### src/sv/sis_pkg.sv
// ----------------------------------------------------------------------------
// sis_pkg: shared types and constants
// Widths, the sequencer state type and the per-cell control word for the
// insertion sorter.
// ----------------------------------------------------------------------------
package sis_pkg;

  localparam int MAX_LEN    = 32;   // cells in the chain, 2..64
  localparam int DATA_WIDTH = 32;   // value width, 8..64
  localparam int TDATA_W    = ((DATA_WIDTH + 7) / 8) * 8;

  typedef logic signed [DATA_WIDTH-1:0] value_t;

  typedef enum logic {
    ST_LOAD,   // taking values into the chain
    ST_EMIT    // draining the chain, smallest first
  } sis_state_t;

  // broadcast to every cell each cycle
  typedef struct packed {
    logic   load;     // insert value into the chain
    logic   unload;   // shift the chain one place toward cell 0
    value_t value;    // value being inserted
  } cell_ctrl_t;

endpackage

### src/sv/sis_cell.sv
// ----------------------------------------------------------------------------
// sis_cell: one slot of the sorting chain
// Holds one value and its valid bit. On load it keeps its value, takes the
// new value, or takes its left neighbor's value; on unload it takes its
// right neighbor's value.
// ----------------------------------------------------------------------------
module sis_cell (
  input  logic                clk,
  input  logic                rst_n,
  input  sis_pkg::cell_ctrl_t ctrl,
  input  sis_pkg::value_t     left_data,
  input  logic                left_valid,
  input  logic                left_ins,    // left cell makes room too
  input  sis_pkg::value_t     right_data,
  input  logic                right_valid,
  output sis_pkg::value_t     data,
  output logic                valid,
  output logic                ins          // new value belongs here or left
);
  import sis_pkg::*;

  value_t data_r, data_nxt;
  logic   valid_r, valid_nxt;

  // empty slot or a strictly greater value: equal values stay ahead (stable)
  assign ins = !valid_r || (data_r > ctrl.value);

  always_comb begin
    data_nxt  = data_r;
    valid_nxt = valid_r;
    if (ctrl.unload) begin
      data_nxt  = right_data;
      valid_nxt = right_valid;
    end else if (ctrl.load && ins) begin
      if (left_ins) begin
        data_nxt  = left_data;
        valid_nxt = left_valid;
      end else begin
        data_nxt  = ctrl.value;
        valid_nxt = 1'b1;
      end
    end
  end

  always_ff @(posedge clk) begin
    data_r <= data_nxt;
  end

  always_ff @(posedge clk) begin
    if (!rst_n) begin
      valid_r <= 1'b0;
    end else begin
      valid_r <= valid_nxt;
    end
  end

  assign data  = data_r;
  assign valid = valid_r;

endmodule

### src/sv/segment_insertion_sorter.sv
// ----------------------------------------------------------------------------
// segment_insertion_sorter: streaming insertion sorter for one run of values
// A chain of compare cells keeps the run sorted ascending; the last word
// triggers a drain of the chain, smallest value first.
// ----------------------------------------------------------------------------
// Usage:
//   in_*  : one signed value per word, in_tlast on the final value of a run.
//   out_* : the run in ascending order (stable for equal values), one word
//           per cycle while out_tready is high; out_tlast on the largest, final
//           word; out_tuser set on every word of a run that had more than
//           MAX_LEN values (the extra values are discarded).
// Throughput: one input word per cycle while loading; every cell compares
//   against the broadcast value and shifts in the same cycle. Draining a run
//   of N stored values shifts the chain one place per accepted output word;
//   in_tready is low during the drain.
// Latency: the first sorted word is valid the cycle after the last input
//   word is accepted.
// Reset (rst_n low, synchronous): all cells empty, overflow flag cleared,
//   block in load mode. Cell data is not reset; no empty cell is ever output.
// Stall: while out_tready is low the chain holds and out_tdata stays put,
//   since the output word is cell 0's register itself.
// ----------------------------------------------------------------------------
module segment_insertion_sorter (
  input  logic                        clk,
  input  logic                        rst_n,
  input  logic                        in_tvalid,
  output logic                        in_tready,
  input  logic [sis_pkg::TDATA_W-1:0] in_tdata,    // [DATA_WIDTH-1:0] value
  input  logic                        in_tlast,
  output logic                        out_tvalid,
  input  logic                        out_tready,
  output logic [sis_pkg::TDATA_W-1:0] out_tdata,   // [DATA_WIDTH-1:0] sorted_value
  output logic                        out_tlast,
  output logic                        out_tuser    // [0] dropped
);
  import sis_pkg::*;

  sis_state_t state_r, state_nxt;
  logic       ovf_r, ovf_nxt;

  cell_ctrl_t ctrl;
  value_t     cell_data  [MAX_LEN];
  logic [MAX_LEN-1:0] cell_valid;
  logic [MAX_LEN-1:0] cell_ins;

  logic in_acc;
  logic out_acc;
  logic full;
  logic run_done;

  assign in_tready = (state_r == ST_LOAD);
  assign in_acc    = in_tvalid && in_tready;
  assign full      = cell_valid[MAX_LEN-1];

  assign out_tvalid = (state_r == ST_EMIT);
  assign out_acc    = out_tvalid && out_tready;
  // final word: nothing behind cell 0
  assign out_tlast  = !cell_valid[1];
  assign run_done   = out_acc && out_tlast;

  assign ctrl.load   = in_acc && !full;
  assign ctrl.unload = out_acc;
  assign ctrl.value  = in_tdata[DATA_WIDTH-1:0];

  // ---- cell chain: cell 0 holds the smallest value ----
  for (genvar i = 0; i < MAX_LEN; i++) begin : g_cell
    value_t lft_data, rgt_data;
    logic   lft_valid, lft_ins, rgt_valid;

    if (i == 0) begin : g_head
      assign lft_data  = '0;
      assign lft_valid = 1'b0;
      assign lft_ins   = 1'b0;   // first slot needing room takes the new value
    end else begin : g_body
      assign lft_data  = cell_data[i-1];
      assign lft_valid = cell_valid[i-1];
      assign lft_ins   = cell_ins[i-1];
    end

    if (i == MAX_LEN - 1) begin : g_tail
      assign rgt_data  = '0;
      assign rgt_valid = 1'b0;
    end else begin : g_mid
      assign rgt_data  = cell_data[i+1];
      assign rgt_valid = cell_valid[i+1];
    end

    sis_cell u_cell (
      .clk         (clk),
      .rst_n       (rst_n),
      .ctrl        (ctrl),
      .left_data   (lft_data),
      .left_valid  (lft_valid),
      .left_ins    (lft_ins),
      .right_data  (rgt_data),
      .right_valid (rgt_valid),
      .data        (cell_data[i]),
      .valid       (cell_valid[i]),
      .ins         (cell_ins[i])
    );
  end

  // ---- sequencer ----
  always_comb begin
    state_nxt = state_r;
    ovf_nxt   = ovf_r;
    case (state_r)
      ST_LOAD: begin
        if (in_acc && full) begin
          ovf_nxt = 1'b1;
        end
        if (in_acc && in_tlast) begin
          state_nxt = ST_EMIT;
        end
      end
      ST_EMIT: begin
        if (run_done) begin
          state_nxt = ST_LOAD;
          ovf_nxt   = 1'b0;
        end
      end
      default: begin
        state_nxt = ST_LOAD;
      end
    endcase
  end

  always_ff @(posedge clk) begin
    if (!rst_n) begin
      state_r <= ST_LOAD;
      ovf_r   <= 1'b0;
    end else begin
      state_r <= state_nxt;
      ovf_r   <= ovf_nxt;
    end
  end

  // zero-extend the head value to the byte-padded bus
  assign out_tdata = TDATA_W'($unsigned(cell_data[0]));
  assign out_tuser = ovf_r;

  // ---- checks ----
  // draining always has a word in cell 0
  a_emit_has_word: assert property (@(posedge clk) disable iff (!rst_n)
    (state_r == ST_EMIT) |-> cell_valid[0])
    else $error("drain with empty head cell");

  // occupied cells form a prefix of the chain
  a_valid_prefix: assert property (@(posedge clk) disable iff (!rst_n)
    ((cell_valid >> 1) & ~cell_valid) == '0)
    else $error("gap in cell chain");

  // the last input word starts the drain
  a_last_starts_drain: assert property (@(posedge clk) disable iff (!rst_n)
    (in_acc && in_tlast) |=> (state_r == ST_EMIT))
    else $error("last word did not start drain");

  // a finished drain leaves the chain empty
  a_drain_empties: assert property (@(posedge clk) disable iff (!rst_n)
    run_done |=> (cell_valid == '0) && !ovf_r)
    else $error("chain not empty after drain");

endmodule
### config.mk
export PLATFORM = sky130hd
export DESIGN_NAME = segment_insertion_sorter
export DESIGN_NICKNAME = d
export VERILOG_FILES = /design/src/sv/sis_pkg.sv /design/src/sv/sis_cell.sv /design/src/sv/segment_insertion_sorter.sv
export SDC_FILE = /design/constraint.sdc
export NUM_CORES = 2
export LEC_CHECK = 0
export BUFFER_PORTS_ARGS = -buffer_cell sky130_fd_sc_hd__clkbuf_2
export CAP_MARGIN = 20
export CORE_UTILIZATION = 60
export CTS_BUF_LIST = sky130_fd_sc_hd__clkbuf_8
export DETAILED_ROUTE_END_ITERATION = 6
export PLACE_DENSITY = 0.75
export SLEW_MARGIN = 20
export SYNTH_ARGS = -nofsm -noshare
export SYNTH_HDL_FRONTEND = slang
export SYNTH_SLANG_ARGS = --single-unit
### constraint.sdc
create_clock -name clk -period 7.3 [get_ports clk]
set_clock_uncertainty 0.1 [all_clocks]
set_input_delay 0.73 -clock clk [delete_from_list [all_inputs] [get_ports clk]]
set_output_delay 0.73 -clock clk [all_outputs]
set_load 0.05 [all_outputs]
==> flow_metrics.tcl <==
set metrics [dict create \
    antenna_found_initial 8 \
    root_buffer "clkbuf_8" \
    hold_viol 0 \
    powerDensity_mw_per_mm2 249 \
    final_area_mm2 0.0813 \
    ios 73 \
    synth_seq_cells 1058 \
    vias 66700 \
    synthFlopType "edfxtp_1" \
    peakVddDrop_mv 0.216 \
    clk_latency_ns 0.97 \
    p_sw_mw 7.41 \
    p_int_mw 12.9 \
    end_kind "flip-flop" \
    hpwl_mm 206 \
    drt_wl_total_mm 296 \
    netlist_instances 7407 \
    place.gp.congestion 1.02 \
    path_class "in2reg" \
    fin_crit_sh_pct 66.4 \
    reg2reg_from "g_cell[20].u_cell.data[12]" \
    yosysMostFrequentCell "nand2_1" \
    ys_warn_count 0 \
    hold_class "reg2reg" \
    synth_simple_gate_area_share_pct 11.1 \
    die_w_um 356 \
    p_comb_share_pct 26.3 \
    clockPowerShare_pct 27.5 \
    ant_nets 0 \
    grt_max_degree 267 \
    post_drt_wl_per_cell_um 32.2 \
    slowest_delay_ns 0.51 \
    drc 0 \
    cp_data_arrival_time_ns 5.37 \
    slew_headroom_pct 17.1 \
    cts_tree "built" \
    clkTransAtPathRegs_ns 0.06 \
    htreeDepth 4 \
    synthTopCellsByCount "nand2_1, edfxtp_1, ha_1" \
    cp.required_ns 7.83 \
    ys_top_cells_by_area "edfxtp_1, ha_1, mux2i_1" \
    cp_top_family "buffers and inverters" \
    p_total_mw 20.3 \
    placed_area_mm2 0.0776 \
    fin_tns_setup_ns 0 \
    drive_gt1_share_pct 7.97 \
    area_growth_pct 8.03 \
    post_cts_resized 0 \
    slowest_stage "nand2_1" \
    netlist_area_mm2 0.0752 \
    rsz0062_at_grt "no" \
    setup_viol 0 \
    status "finished clean" \
    cts_buffers 186 \
    io_buffers 72 \
    clock-sinks 1058 \
    synth.avg_cell_area_um2 10.2 \
    critPathBufInv 6 \
    drtIter0Drc 11600 \
    nets 8418 \
    yosysTopAreaCell "edfxtp_1" \
    hold_path.startpoint "out_tuser" \
    crit_path_max_fanout 33 \
    cp_cell_sequence "clkbuf_2, buf_4, inv_2, buf_4, ha_1, nand4_1, nor4_1, nand2_1, nor3_1, o32ai_1, a21oi_4, buf_4, nand2_1, nand2_1, buf_4" \
    cts.path.max_buffers 3 \
    seq_power_share_pct 46.2 \
    cp_common_cell "buf_4" \
    core.rowCount 129 \
    tightest_slew_ns 1.24 \
    ys_seq_area_share_pct 41.4 \
    dr.pass1.iters 7 \
    die_h_um 356 \
    drv_cap 0 \
    drv_slew 0 \
    p_leak_nw 37.6 \
    fin_util_pct 65.6 \
    synth_top_family_by_area "compound AO/OA/AOI/OAI gates" \
    core_area_mm2 0.124 \
    swShare_pct 36.6 \
    synthMuxAreaShare_pct 11.1 \
    synth_edf_count 992 \
    synthAdderAreaFrac_pct 16.5 \
    synth_top_area_share_pct 39.6 \
    synth-compound-area-share_pct 16.7 \
    grt.overflow.total 0 \
    cp-startpoint "in_tdata[25]" \
    grt_pass1_vias 62100 \
    post-route-min-period_ns 4.85 \
    initial_utilization_pct 60.7 \
    max_freq_ghz 0.206 \
    grt.total_usage_pct 45.7 \
    grt_pass1_wl_mm 423 \
    synthArstFlopShare_pct 0 \
    vias_per_cell 7.26 \
    yosysUniqueCellTypes 69 \
    fp.dieArea_mm2 0.127 \
    start_kind "input pin" \
    syn_nets 8436 \
    synth_xor_area_share_pct 0 \
]
## repair_timing
action / in CTS / in global routing
hold buffers: 2 / 0
setup buffers: 0 / 0
endpoints found under the hold margin: 1 / 0
## area by class of cell
type                            count  area (um^2)
Clock inverter                    136          781
Tap cell                         1637         2050
Multi-Input combinational cell   5757        42100
Antenna cell                       12         30.0
Clock buffer                      204         2810
Timing Repair Buffer              262         1940
Fill cell                        9819        42700
Sequential cell                  1058        31100
Inverter                          124          465
## worst min-delay path: stages (launching register included)
cell	delay, ns
dfxtp_1	0.31
o21ai_0	0.08
a21oi_1	0.07
## cell families (layout without fill, tap and decap cells)
kind of cell / after synthesis / in the layout
AND/OR/NAND/NOR: 1873 / 1873
AO/OA/AOI/OAI: 2059 / 2059
buffers and inverters: 592 / 726
multiplexers: 833 / 833
flip-flops: 1058 / 1058
adder cells (fa/ha/maj): 992 / 992
other: 0 / 12
## worst paths after layout
check                                    end  slack [ns]  depth (start not counted)
setup / recovery  g_cell[24].u_cell.data[27]        2.45                         15
hold / removal                     out_tuser        0.41                          2
setup reg to reg  g_cell[20].u_cell.data[14]        2.97                         10
hold reg to reg                    out_tuser        0.41                          2
## sequential cells by signal, indices dropped and copies added, names as in the netlist
signal and count:
out_tvalid 1, g_cell.u_cell.data 1024, g_cell.u_cell.valid 32, out_tuser 1
## power groups by stage
stage | clock network, mW | logic (mW) | registers, mW
floorplan | 0 | 3.56 | 8.71
global placement | 0 | 4.85 | 9.35
detailed placement | 0 | 5.10 | 9.36
CTS | 5.53 | 5.13 | 9.24
global route | 5.78 | 5.80 | 9.36
finish | 5.57 | 5.33 | 9.37
## routing by layer
layer	up-vias	track usage, %	share of wire [%]
met5	-	0	0.018
met4	8	26.9	7.2
met3	1136	15.6	17
met2	5759	60.9	38
met1	31500	63.5	38
li1	28300	-	-
## cells in the final DEF (no fill, tap or decap), drive strengths merged, types with 26 or more instances in the layout
cell / count
nand2: 1091
nor4: 43
clkbuf: 275
o211a: 44
nor2b: 44
a21oi: 464
clkinv: 72
a221oi: 35
edfxtp: 992
inv: 175
buf: 189
and3: 76
nand3: 34
nand4: 195
dfxtp: 66
a221o: 161
a21o: 220
o21ai: 956
nor3: 90
mux2i: 833
o211ai: 26
ha: 992
nor2: 231
## metrics by stage
| stage | hold slack (ns) | setup slack [ns] | instances |
|---|---|---|---|
| after floorplan | 0.362 | 0.890 | 7407 |
| after global placement | 0.374 | 1.78 | 8836 |
| after detailed placement | 0.395 | 1.66 | 8836 |
| after CTS | 0.354 | 2.66 | 9178 |
| after global routing | 0.422 | 2.37 | 9179 |
| final | 0.407 | 2.45 | 9190 |
Note: power is estimated with default switching activity, not from simulation.
